File: config.mk
export PLATFORM = sky130hd
export DESIGN_NAME = tcce_front
export DESIGN_NICKNAME = d
export VERILOG_FILES = /design/src/rtl/tcce_pkg.sv /design/src/rtl/tcce_front.sv
export SDC_FILE = /design/constraint.sdc
export NUM_CORES = 1
export LEC_CHECK = 0
export BUFFER_PORTS_ARGS = -buffer_cell sky130_fd_sc_hd__clkbuf_2
export CORE_ASPECT_RATIO = 0.7
export CORE_MARGIN = 2
export CORE_UTILIZATION = 45
export DETAILED_ROUTE_END_ITERATION = 8
export HOLD_SLACK_MARGIN = 0.03
export PLACE_DENSITY = 0.82
export SLEW_MARGIN = 20
export SYNTH_ARGS = -nofsm -noshare
export SYNTH_HDL_FRONTEND = slang
export SYNTH_SLANG_ARGS = --single-unit
File: constraint.sdc
create_clock -name clk -period 2.9 [get_ports clk]
set_input_delay 0.29 -clock clk [delete_from_list [all_inputs] [get_ports clk]]
set_output_delay 0.29 -clock clk [all_outputs]
set_load 0.05 [all_outputs]
File: src/rtl/tcce_pkg.sv
// Shared types and constants for the text console character engine.
// Used by the front, queue, back and top-level modules; depends on nothing.
package tcce_pkg;

  typedef enum logic [1:0] {
    KIND_PUT   = 2'd0,
    KIND_CLEAR = 2'd1,
    KIND_SET   = 2'd2,
    KIND_READ  = 2'd3
  } kind_t;

  typedef enum logic [2:0] {
    CH_PRINT,
    CH_LF,
    CH_CR,
    CH_TAB,
    CH_BS
  } char_class_t;

  localparam logic [7:0] CHAR_LF    = 8'h0A;
  localparam logic [7:0] CHAR_CR    = 8'h0D;
  localparam logic [7:0] CHAR_TAB   = 8'h09;
  localparam logic [7:0] CHAR_BS    = 8'h08;
  localparam logic [7:0] CHAR_SPACE = 8'h20;
  localparam logic [7:0] CHAR_NUL   = 8'h00;

  localparam int TAB_ADVANCE = 4;

  localparam logic [15:0] RESET_CELL = 16'h0720;

  // Configuration register indexes.
  localparam logic [1:0] REG_FG      = 2'd0;
  localparam logic [1:0] REG_BG      = 2'd1;
  localparam logic [1:0] REG_BS_MIN  = 2'd2;

  localparam logic [3:0] FG_RESET     = 4'd7;
  localparam logic [3:0] BG_RESET     = 4'd0;
  localparam logic [6:0] BS_MIN_RESET = 7'd14;

  // Saturated positions travel at the widest width the screen can have.
  localparam int OP_COL_W = 7;
  localparam int OP_ROW_W = 6;

  typedef struct packed {
    kind_t                 kind;
    char_class_t           cls;
    logic [7:0]            code;
    logic [OP_COL_W-1:0]   col;
    logic [OP_ROW_W-1:0]   row;
  } op_t;

  typedef struct packed {
    logic [7:0] attr;
    logic [6:0] bs_min;
  } cfg_t;

endpackage

File: src/rtl/tcce_front.sv
// Front end: accepts input words, saturates positions and classifies characters.
// Depends on tcce_pkg; feeds the operation queue.
module tcce_front
  import tcce_pkg::*;
#(
  parameter int COLUMNS = 80,
  parameter int ROWS    = 25
) (
  input  logic       clk,
  input  logic       rst,
  input  logic       in_valid,
  output logic       in_ready,
  input  logic [1:0] kind,
  input  logic [7:0] char_code,
  input  logic [7:0] col,
  input  logic [7:0] row,
  output logic       push_valid,
  input  logic       push_ready,
  output op_t        push_data
);

  logic valid;
  op_t  op;
  op_t  op_next;

  always_comb begin
    op_next.kind = kind_t'(kind);
    op_next.code = char_code;
    case (char_code)
      CHAR_LF:  op_next.cls = CH_LF;
      CHAR_CR:  op_next.cls = CH_CR;
      CHAR_TAB: op_next.cls = CH_TAB;
      CHAR_BS:  op_next.cls = CH_BS;
      default:  op_next.cls = CH_PRINT;
    endcase
    op_next.col = (col > 8'(COLUMNS - 1)) ? OP_COL_W'(COLUMNS - 1) : col[OP_COL_W-1:0];
    op_next.row = (row > 8'(ROWS - 1)) ? OP_ROW_W'(ROWS - 1) : row[OP_ROW_W-1:0];
  end

  assign in_ready   = !valid || push_ready;
  assign push_valid = valid;
  assign push_data  = op;

  always_ff @(posedge clk) begin
    if (rst) begin
      valid <= 1'b0;
    end else if (in_valid && in_ready) begin
      valid <= 1'b1;
    end else if (push_ready) begin
      valid <= 1'b0;
    end
  end

  always_ff @(posedge clk) begin
    if (in_valid && in_ready) begin
      op <= op_next;
    end
  end

endmodule

==> results.md <==
- Status: finished, final reports clean
- Combinational Power Share: 18.8%
- Grt total ovfl: 0
- Max-cap violations: 0
- Top cells by area, synth: edfxtp_1 (79%), and4b_1 (3.0%), nor2_1 (2.7%), dfxtp_1 (2.0%), and3_1 (1.9%)
- Routed WL: ~1900 um
- Setup tns final: 0 ns
- Clock Root Buffer: clkbuf_4
- Sequential area share after synthesis: 81.0%
- Setup Slack @ Placement: between 1.5 and 2 ns
- I/O pin count: 58
- Startpoint types: register
- Non-filler cells, final: 154
- Pin count of the biggest net entering global routing: 27
- Placer congestion estimate: 0.660
- Die Y: 43.2 um
- Leakage Power: a little over 0.6 nW
- PnR worst setup slack: 1.57 ns
- Routed vias: 717
- Syn Inst Count: 60
- Cells after DPL: 150
- Largest area contributor in the netlist: edfxtp_1
- Layout Nets: ~150
- Critical path peak fanout: 3
- Initial antenna violation count: 0
- Crit path capture type: output port
- FMAX: 752 MHz
- Critical Path AT: 1.04 ns
- Num CTS Buffers: 3
- Vias per inst: 4.66
- Drt first pass iters: 4
- CTS Hold Buffers Added: 0
- Syn Std Cell Area: around 1000 um^2
- Flop pwr share: 60.6%
- Worst Path Class, Setup: register to output port
- Clk sinks: 27
- PD cells: 559 nW/um^2
- GRT Overall Usage: 16.5%
- Maximum VDD drop: 0.000267 V
- Initial DRC Count: 8
- First-pass GRT wire length: roughly 3000 um
- Synth unique cells: 17
- Initial core utilization: 46.6%
- Fin crit share: a little under half
- Final setup fails: 0
- Most used cells in the layout excluding fill and tap cells: clkbuf_2 (57), edfxtp_1 (26), nor2_1 (7)
- Critical-path cell list: nand2b_1, clkbuf_2
- Req. time, crit path: 2.61 ns
- Post-DP HPWL: between 1500 and 2000 um
- HP Start: rst
- Design Area, Final: 1350 um^2
- CTS tree: built
- Area after DPL: 1320 um^2
- Post CTS Setup Buffer Count: 0
- Synthesized area per cell: 16.5 um^2
- Min-delay worst type: primary input to register
- Net Sw Frac: 28.4%
- Antenna Cells: 0
- CTS resizes: 0
- Clock Skew: 0.00271 ns
- Tmin final: 1.33 ns
- RSZ-0062 raised after global routing: false
- Die X: 60.0 um
- Worst path bufs/invs: 1
- Internal: 0.000539 W
- Die ar.: 2590 um^2
- DRT antenna net count: 0
- Ratio of cells with drive above 1 in the final layout: between 50% and 60%
- NetSw: 0.000213 W
- Post-DR wirelength/cell: between 10 and 15 um
- Max Slew Vio Count: 0
- Worst r2r src: push_valid
- Remaining DRCs: 0
- Seq cells post-synth: 27
- Clock-pin slew on the worst setup and hold paths: 0.13 ns
- Number of global-route vias before repair: 727
- Port-buffer cells: 57
- Worst stage delay on the critical path: 0.33 ns
- Worst path slowest cell: dfxtp_1
- Synth-to-layout area growth: 36.3%
- Clock buffer depth: 2
- Origin of the worst setup path: push_valid
- Share of the synthesized area in the top cell type: a little under 80%
- H-tree depth: 1
- Row count: 14
- Clk pwr share: 20.5%
- Synth Net Count: 90
- Synthesis Warnings: 0
- Top Family by Delay on Critical Path: flip-flops
- Hold Fails Final Rpt: 0
- Commonest non-fill, non-tap cell in the layout: clkbuf_2
- Clk Latency, worst-skew pair: 0.32 ns
- CORE AREA: 2120 um^2
## final timing paths
check                  endpoint  slack (ns)  cells past startpoint
setup reg to reg  push_data[16]        1.70                      3
hold reg to reg      push_valid        0.54                      2
hold / removal       push_valid        0.11                      2
setup / recovery       in_ready        1.57                      2
## cell families (layout without fill, tap and decap cells)
family          Yosys count  after routing  synth area share [%]
simple gates             26             26                  15.6
compound gates            2              2                  1.01
flops                    27             27                  81.0
buf+inv                   3             65                  1.14
xor+xnor                  1              1                 0.886
other cells               1              1                 0.379
## state kept, by name, indices dropped and copies added (netlist names)
signal      count
push_data      26
push_valid      1
## power groups by stage
| stage | Clock (W) | Combinational, W | Sequential [W] |
|---|---|---|---|
| global route | 0.000175 | 0.000151 | 0.000459 |
| finish | 0.000155 | 0.000142 | 0.000456 |
| detailed placement | 0 | 0.000143 | 0.000466 |
| floorplan | 0 | 0.0000203 | 0.000539 |
| global placement | 0 | 0.000139 | 0.000465 |
| CTS | 0.000164 | 0.000143 | 0.000457 |
## through the flow
stage	hold WS, ns	power (W)	utilization, %
6_report	0.107	0.000753	63.6
5_1_grt	0.0816	0.000785	63.6
4_1_cts	0.0893	0.000763	63.6
3_5_place_dp	0.454	0.000609	62.3
3_3_place_gp	0.446	0.000604	62.3
2_1_floorplan	0.359	0.000559	-
## layout make-up
cell class | count | area [um^2]
Multi-Input combinational cell | 30 | 176
Sequential cell | 27 | 801
Tap cell | 32 | 40.0
Fill cell | 168 | 772
Clock buffer | 4 | 26.3
Timing Repair Buffer | 58 | 293
Inverter | 3 | 11.3
## synth_stat cells
cell type	count
nand2_1	5
nand2b_1	3
and2_1	1
conb_1	1
dfxtp_1	1
nor4_1	1
and4b_1	3
o21ai_0	1
or2_2	1
inv_1	3
nor2_1	7
xor2_1	1
nor4_2	1
a21oi_1	1
nor3_2	1
and3_1	3
edfxtp_1	26
## layer usage
metal	track usage, %	up-vias	part of all wire (%)
met4	6.22	0	1.5
met2	31.7	35	56
met1	14.7	331	35
met3	7.01	5	7.8
met5	0	-	0
li1	-	346	-
No activity file was read; power rests on OpenSTA's default activity.
