$ cat config.mk
export PLATFORM = sky130hd
export DESIGN_NAME = tcce_queue
export DESIGN_NICKNAME = d
export VERILOG_FILES = /design/src/rtl/tcce_pkg.sv /design/src/rtl/tcce_queue.sv
export SDC_FILE = /design/constraint.sdc
export NUM_CORES = 1
export LEC_CHECK = 0
export BUFFER_PORTS_ARGS = -buffer_cell sky130_fd_sc_hd__buf_2
export CAP_MARGIN = 20
export CORE_MARGIN = 2
export CORE_UTILIZATION = 50
export DETAILED_ROUTE_END_ITERATION = 10
export PLACE_DENSITY = 0.8
export SETUP_SLACK_MARGIN = 0.5
export SLEW_MARGIN = 20
export SYNTH_ARGS = -nofsm -noshare
export SYNTH_HDL_FRONTEND = slang
export SYNTH_SLANG_ARGS = --single-unit
$ cat constraint.sdc
create_clock -name clk -period 2 [get_ports clk]
set_clock_uncertainty 0.15 [all_clocks]
set_input_delay 0 -clock clk [delete_from_list [all_inputs] [get_ports clk]]
set_output_delay 0 -clock clk [all_outputs]
set_load 0.02 [all_outputs]
$ cat src/rtl/tcce_pkg.sv
// Shared types and constants for the text console character engine.
// Used by the front, queue, back and top-level modules; depends on nothing.
package tcce_pkg;

  typedef enum logic [1:0] {
    KIND_PUT   = 2'd0,
    KIND_CLEAR = 2'd1,
    KIND_SET   = 2'd2,
    KIND_READ  = 2'd3
  } kind_t;

  typedef enum logic [2:0] {
    CH_PRINT,
    CH_LF,
    CH_CR,
    CH_TAB,
    CH_BS
  } char_class_t;

  localparam logic [7:0] CHAR_LF    = 8'h0A;
  localparam logic [7:0] CHAR_CR    = 8'h0D;
  localparam logic [7:0] CHAR_TAB   = 8'h09;
  localparam logic [7:0] CHAR_BS    = 8'h08;
  localparam logic [7:0] CHAR_SPACE = 8'h20;
  localparam logic [7:0] CHAR_NUL   = 8'h00;

  localparam int TAB_ADVANCE = 4;

  localparam logic [15:0] RESET_CELL = 16'h0720;

  // Configuration register indexes.
  localparam logic [1:0] REG_FG      = 2'd0;
  localparam logic [1:0] REG_BG      = 2'd1;
  localparam logic [1:0] REG_BS_MIN  = 2'd2;

  localparam logic [3:0] FG_RESET     = 4'd7;
  localparam logic [3:0] BG_RESET     = 4'd0;
  localparam logic [6:0] BS_MIN_RESET = 7'd14;

  // Saturated positions travel at the widest width the screen can have.
  localparam int OP_COL_W = 7;
  localparam int OP_ROW_W = 6;

  typedef struct packed {
    kind_t                 kind;
    char_class_t           cls;
    logic [7:0]            code;
    logic [OP_COL_W-1:0]   col;
    logic [OP_ROW_W-1:0]   row;
  } op_t;

  typedef struct packed {
    logic [7:0] attr;
    logic [6:0] bs_min;
  } cfg_t;

endpackage

$ cat src/rtl/tcce_queue.sv
// Two-entry queue of classified operations between the front and back ends.
// Depends on tcce_pkg for the operation type.
module tcce_queue
  import tcce_pkg::*;
(
  input  logic clk,
  input  logic rst,
  input  logic push_valid,
  output logic push_ready,
  input  op_t  push_data,
  output logic pop_valid,
  input  logic pop_en,
  output op_t  pop_data
);

  localparam int DEPTH = 2;
  localparam int PTR_W = $clog2(DEPTH);
  localparam int CNT_W = $clog2(DEPTH + 1);

  op_t              entries [DEPTH];
  logic [PTR_W-1:0] wr_ptr;
  logic [PTR_W-1:0] rd_ptr;
  logic [CNT_W-1:0] count;
  logic             do_push;
  logic             do_pop;

  assign push_ready = (count != CNT_W'(DEPTH));
  assign pop_valid  = (count != '0);
  assign pop_data   = entries[rd_ptr];
  assign do_push    = push_valid && push_ready;
  assign do_pop     = pop_en && pop_valid;

  always_ff @(posedge clk) begin
    if (rst) begin
      wr_ptr <= '0;
      rd_ptr <= '0;
      count  <= '0;
    end else begin
      if (do_push) begin
        wr_ptr <= (wr_ptr == PTR_W'(DEPTH - 1)) ? '0 : wr_ptr + 1'b1;
      end
      if (do_pop) begin
        rd_ptr <= (rd_ptr == PTR_W'(DEPTH - 1)) ? '0 : rd_ptr + 1'b1;
      end
      if (do_push && !do_pop) begin
        count <= count + 1'b1;
      end else if (do_pop && !do_push) begin
        count <= count - 1'b1;
      end
    end
  end

  always_ff @(posedge clk) begin
    if (do_push) begin
      entries[wr_ptr] <= push_data;
    end
  end

endmodule

==> impl_metrics.env, run 1 <==
export IMPL_cts_root_buf="clkbuf_8"
export IMPL_ys_warn_count=0
export IMPL_start_util=0.520
export IMPL_diodes=0
export IMPL_row_count=23
export IMPL_routed_wl_um=4910
export IMPL_coreArea_um2=4030
export IMPL_syn_inst=105
export IMPL_rr_startpoint="count[0]"
export IMPL_ys_flop_type="edfxtp_1"
export IMPL_crit_start="count[0]"
export IMPL_netlist_area_um2=2100
export IMPL_status="finished clean"
export IMPL_ir_drop_uv=861
export IMPL_p_leak_uw=0.00139
export IMPL_grt_max_degree=17
export IMPL_cp_num_buf_inv=0
export IMPL_cts_tree="built"
export IMPL_synth_compound_area_frac=0.0143
export IMPL_via_per_inst=4.89
export IMPL_startpoint_type="flip-flop"
export IMPL_htreeDepth=3
export IMPL_synth_mux_area_fraction=0.140
export IMPL_worstSkewPairLatency_ns=0.32
export IMPL_r2r_slack_ns=0.39
export IMPL_rsz0062_at_grt="true"
export IMPL_firstDrtPassIters=4
export IMPL_path_cells="nand2b_4 -> and2_4 -> ha_4 -> xor2_1 -> or3_1 -> a21oi_2"
export IMPL_yosysSeqAreaShare=0.792
export IMPL_syn_area_per_cell_um2=20.0
export IMPL_grt_ovfl_total=0
export IMPL_ant_nets=0
export IMPL_die_w_um=68.8
export IMPL_finalSetupTns_ns=0
export IMPL_cp_end_kind="flip-flop"
export IMPL_yosysTopAreaCellShare=0.745
export IMPL_final_net_count=246
export IMPL_numCtsBuffers=9
export IMPL_hold_class="primary input to flip-flop"
export IMPL_p_total_uw=4450
export IMPL_dieArea_um2=4730
export IMPL_drt_iter0_markers=93
export IMPL_relSlewSlack=0.792
export IMPL_synthTopCellsByArea="edfxtp_1 (74%), mux2_2 (14%), dfxtp_1 (4.8%)"
export IMPL_cp_arrival_ns=1.71
export IMPL_synth_top_family_by_area="multiplexers"
export IMPL_grt_pass1_wl_um=6220
export IMPL_required_ns=2.10
export IMPL_path_class="flip-flop to flip-flop"
export IMPL_synth_edff_count=52
export IMPL_rr_worst_depth=6
export IMPL_io_pins=58
export IMPL_power_density_nw_per_um2=1280
export IMPL_routedWlPerCell_um=18.2
export IMPL_synth_fa_ha_area_frac=0.00597
export IMPL_cts_buffer_depth=2
export IMPL_yosys_register_bits=57
export IMPL_setup_viol=0
export IMPL_cpMaxStageDelayCell="dfxtp_4"
export IMPL_drive_gt1_frac=0.555
export IMPL_grt_pass1_vias=1338
export IMPL_numPortBuffers=57
export IMPL_clock_fmax_ghz=0.621
export IMPL_tightest_slew_ns=0.312
export IMPL_slew_viol_final=0
export IMPL_area_growth_pct=65.2
export IMPL_synthSimpleGateAreaFrac=0.0239
export IMPL_synthXorXnorAreaFrac=0.0125
export IMPL_ys_types=18
export IMPL_cp_max_fo=5
export IMPL_async_reset_ff_frac=0
export IMPL_worst_path_stages=6
export IMPL_drc_errors=0
export IMPL_period_minus_slack_ns=1.61
export IMPL_cts_sinks=57
export IMPL_fin_crit_sh=0.806
export IMPL_clk_pin_slew_ns=0.06
export IMPL_synth_top_area_cell="edfxtp_1"
export IMPL_slowest_delay_ns=0.35
export IMPL_place_gp_congestion=0.604
export IMPL_hold_viol=0
export IMPL_die_h_um=68.8
export IMPL_fill_cells=180
export IMPL_grt_usage=0.195
export IMPL_post_dp_hpwl_um=2470
export IMPL_antenna_found_initial=0
export IMPL_syn_nets=136
export IMPL_setup_worst_path_end="count[1]"
export IMPL_maxCapViolations=0
export IMPL_critPathTopFamily="simple AND/OR/NAND/NOR gates"
export IMPL_worst_r2r_endpoint="count[1]"
export IMPL_dr_total_vias=1319
layout by cell type, fill, tap and decap left out:
cell           count
a21oi_2            1
nand2b_4           1
clkbuf_1           3
and2_4             1
and3_2             1
dlygate4sd3_1     29
dfxtp_1            2
buf_8              1
clkbuf_16          3
edfxtp_1          52
mux2_4            26
xor2_1             3
buf_12             3
clkinv_1           2
dfxtp_4            2
or3_1              1
buf_4              6
nand3b_1           1
clkbuf_8           9
o21ai_2            1
bufinv_16          2
buf_6             27
a21oi_1            1
a21bo_2            1
dfxtp_2            1
nor2_1             3
ha_4               1
or2_2              1
clkinvlp_4         2
o21ai_0            1
buf_2             31
buf_16             1
worst register-to-register path: stages, from the launching register on:
cell and delay (ns):
dfxtp_4 0.35, nand2b_4 0.16, and2_4 0.15, ha_4 0.15, xor2_1 0.14, or3_1 0.33
a21oi_2 0.12
synth_stat cells, drive strengths merged (2+ instances only):
library cell  count
o21ai             2
xor2              3
edfxtp           52
buf               3
mux2             26
nor2              3
a21oi             2
dfxtp             5
worst min path at each step:
stage	depth (start not counted)	from	end	slack [ns]
after CTS	2	push_data[6]	entries[0][6]	0.23
final	2	push_data[2]	entries[1][2]	0.25
after global placement	1	push_data[6]	entries[1][6]	0.04
after global routing	2	push_data[13]	entries[1][13]	0.25
after floorplan	1	rst	count[0]	-0.09
after detailed placement	1	push_data[24]	entries[1][24]	0.04
report_power, final:
part	switching [uW]	internal (uW)	leakage (uW)
Sequential	95.1	1510	0.000529
Clock	421	695	0.0000997
Combinational	746	983	0.000760
Total	1260	3190	0.00139
layer usage:
| metal | up-vias | routed length (um) | track usage |
|---|---|---|---|
| li1 | 626 | - | - |
| met1 | 635 | 1920 | 0.215 |
| met2 | 49 | 2700 | 0.327 |
| met3 | 9 | 223 | 0.0828 |
| met4 | 0 | 66 | 0.0882 |
| met5 | - | 0 | 0 |
cells by family (layout without fill, tap and decap cells):
| family | count (synthesis) | in the layout |
|---|---|---|
| AO/OA/AOI/OAI | 5 | 5 |
| AND/OR/NAND/NOR | 9 | 9 |
| multiplexers | 26 | 26 |
| adder cells (fa/ha/maj) | 1 | 1 |
| buffers and inverters | 4 | 119 |
| XOR/XNOR | 3 | 3 |
| flip-flops | 57 | 57 |
layout make-up:
type | instances | area [um^2] | area share
multi-input combinational | 44 | 541 | 0.156
sequential | 57 | 1670 | 0.482
clock buffer | 12 | 135 | 0.0390
tap | 50 | 62.6 | 0.0181
inverter | 1 | 7.51 | 0.00217
timing repair buffer | 101 | 972 | 0.281
clock inverter | 4 | 67.6 | 0.0195
timing repair inverter | 1 | 7.51 | 0.00217
state kept, by name, summed over array words and instances, names as in the netlist, named ones only:
| name | cells |
|---|---|
| count | 2 |
| entries | 52 |
| rd_ptr | 1 |
| wr_ptr | 1 |
timing repair:
item	in CTS	in global routing
endpoints found under the hold margin	57	0
endpoints found under the setup margin	69	56
buffers inserted	8	1
hold buffers	29	0
cloned	2	3
resized for setup	29	60
through the flow:
stage	instance area [um^2]	setup slack (ns)	hold slack, ns	utilization	instances
finish	3460	0.389	0.252	0.860	270
global route	3460	0.351	0.252	0.860	270
CTS	3180	0.395	0.232	0.789	266
detailed placement	2490	0.192	0.0428	0.619	211
global placement	2490	0.306	0.0381	0.619	211
floorplan	2130	0.446	-0.0850	-	105
Note: power is estimated with default switching activity, not from simulation.
==> run 2: changes to the inputs <==
clock period = 1.5 ns   (was 2 ns; I/O delays follow)
==> run 2 against run 1 <==
Compared with the run above:
- the flow now finishes with violations (setup timing)
- clock-buffer cell count is 3 lower
- maximum frequency is 2.6% lower
- critical endpoint unchanged
- combinational power is 58% higher
- cell count is 4.1% higher
- routed wire length is 20% higher
- die area stayed put
- non-clock buffer count is 12 higher
- register-to-register slack worse by 0.54 ns
- power is 41% higher
- clock power is 23% higher
==> impl_metrics.env, run 2 (synthesized netlist as in run 1, its figures left out) <==
export IMPL_grt_max_degree=11
export IMPL_cp_end_kind="flip-flop"
export IMPL_io_pins=58
export IMPL_clock_fmax_ghz=0.605
export IMPL_p_leak_uw=0.00149
export IMPL_cpMaxStageDelayCell="dfxtp_4"
export IMPL_clk_pin_slew_ns=0.07
export IMPL_layout_common_cells="edfxtp_1 (52), buf_6 (34), buf_2 (29)"
export IMPL_routed_wl_um=5890
export IMPL_finalSetupTns_ns=-6.47
export IMPL_largest_register="entries"
export IMPL_violations="setup timing"
export IMPL_drt_iter0_markers=66
export IMPL_power_density_nw_per_um2=1700
export IMPL_hold_class="primary input to flip-flop"
export IMPL_required_ns=1.62
export IMPL_top_regs="entries x52, count x2"
export IMPL_hold_viol=0
export IMPL_ant_nets=0
export IMPL_startpoint_type="flip-flop"
export IMPL_slowest_delay_ns=0.35
export IMPL_cp_max_fo=3
export IMPL_via_per_inst=5.18
export IMPL_largest_reg_flops=52
export IMPL_grt_usage=0.218
export IMPL_final_common_cell="edfxtp_1"
export IMPL_dieArea_um2=4730
export IMPL_antenna_found_initial=0
export IMPL_cts_tree="built"
export IMPL_final_net_count=257
export IMPL_diodes=0
export IMPL_utilization=0.915
export IMPL_path_cells="nand2b_4 -> and2_4 -> ha_4 -> xor2_2 -> or3_4 -> a21oi_2"
export IMPL_grt_pass1_wl_um=6870
export IMPL_cts_sinks=57
export IMPL_maxCapViolations=0
export IMPL_start_util=0.520
export IMPL_numPortBuffers=57
export IMPL_row_count=23
export IMPL_slew_viol_final=0
export IMPL_place_gp_congestion=0.723
export IMPL_firstDrtPassIters=5
export IMPL_cp_arrival_ns=1.77
export IMPL_worstSkewPairLatency_ns=0.34
export IMPL_cts_root_buf="clkbuf_8"
export IMPL_grt_ovfl_total=0
export IMPL_grt_pass1_vias=1423
export IMPL_htreeDepth=3
export IMPL_dr_total_vias=1455
export IMPL_die_w_um=68.8
export IMPL_routedWlPerCell_um=21.0
export IMPL_drive_gt1_frac=0.615
export IMPL_relSlewSlack=0.811
export IMPL_setup_viol=74
export IMPL_fin_ws_ns=-0.154
export IMPL_die_h_um=68.8
export IMPL_fin_crit_sh=1.10
export IMPL_cts_buffer_depth=2
export IMPL_numCtsBuffers=9
export IMPL_rsz0062_at_grt="true"
export IMPL_tightest_slew_ns=0.280
export IMPL_ir_drop_uv=1350
export IMPL_coreArea_um2=4030
export IMPL_post_dp_hpwl_um=2560
export IMPL_period_minus_slack_ns=1.65
export IMPL_path_class="flip-flop to flip-flop"
export IMPL_area_growth_pct=75.7
export IMPL_status="complete, but fails checks"
export IMPL_drc_errors=0
[run 2: area by class of cell]
class	instances	area (um^2)
Clock inverter	7	61.3
Multi-Input combinational cell	44	571
Fill cell	128	344
Clock buffer	9	124
Tap cell	50	62.6
Timing Repair Buffer	113	1190
Inverter	1	7.51
Sequential cell	57	1670
[run 2: where the power goes]
part           switching, uW  internal [uW]  total [uW]
clock network            633            748        1380
logic                   1130           1610        2740
registers                136           2010        2150
total                   1900           4370        6270
[run 2: per-layer routing]
layer / part of all wire / wire, um / GRT usage
met5: 0 / 0 / 0
met3: 0.047 / 274 / 0.0747
met1: 0.38 / 2220 / 0.241
met2: 0.55 / 3250 / 0.394
met4: 0.023 / 137 / 0.0711
[run 2: repair_timing]
item / 4_1_cts / 5_1_grt
gates resized for setup: 48 / 38
endpoints found under the setup margin: 85 / 85
gates cloned: 3 / 3
hold buffers: 28 / 0
endpoints found under the hold margin: 57 / 0
pin swaps: 0 / 1
buffers inserted: 9 / 2
[run 2: worst max-delay path, delay by kind of cell (launching register included)]
| kind | cells | cell delay [ns] |
|---|---|---|
| adders and majority gates | 1 | 0.16 |
| xor gates and xnor gates | 1 | 0.15 |
| and+or+nand+nor | 3 | 0.65 |
| DFF | 1 | 0.35 |
| AOI/OAI and AO/OA | 1 | 0.13 |
[run 2: path summary, 6_finish.rpt]
| path | start | to | slack (ns) | depth (start not counted) |
|---|---|---|---|---|
| setup / recovery | count[0] | count[1] | -0.15 | 6 |
| hold / removal | pop_en | flip-flop | 0.06 | 5 |
| setup reg to reg | count[0] | count[1] | -0.15 | 6 |
| hold reg to reg | rd_ptr | flip-flop | 0.43 | 2 |
[run 2: through the flow]
step,std cells,cell area [um^2],hold WS (ns),power (uW),setup slack (ns)
final,281,3680,0.0644,6270,-0.154
after global routing,281,3680,0.0818,6490,-0.196
after CTS,276,3460,0.00561,5690,-0.0592
after detailed placement,220,2680,0.0415,3800,-0.0750
after global placement,220,2680,0.0379,3730,-0.00282
after floorplan,105,2220,-0.0850,3250,-0.0543
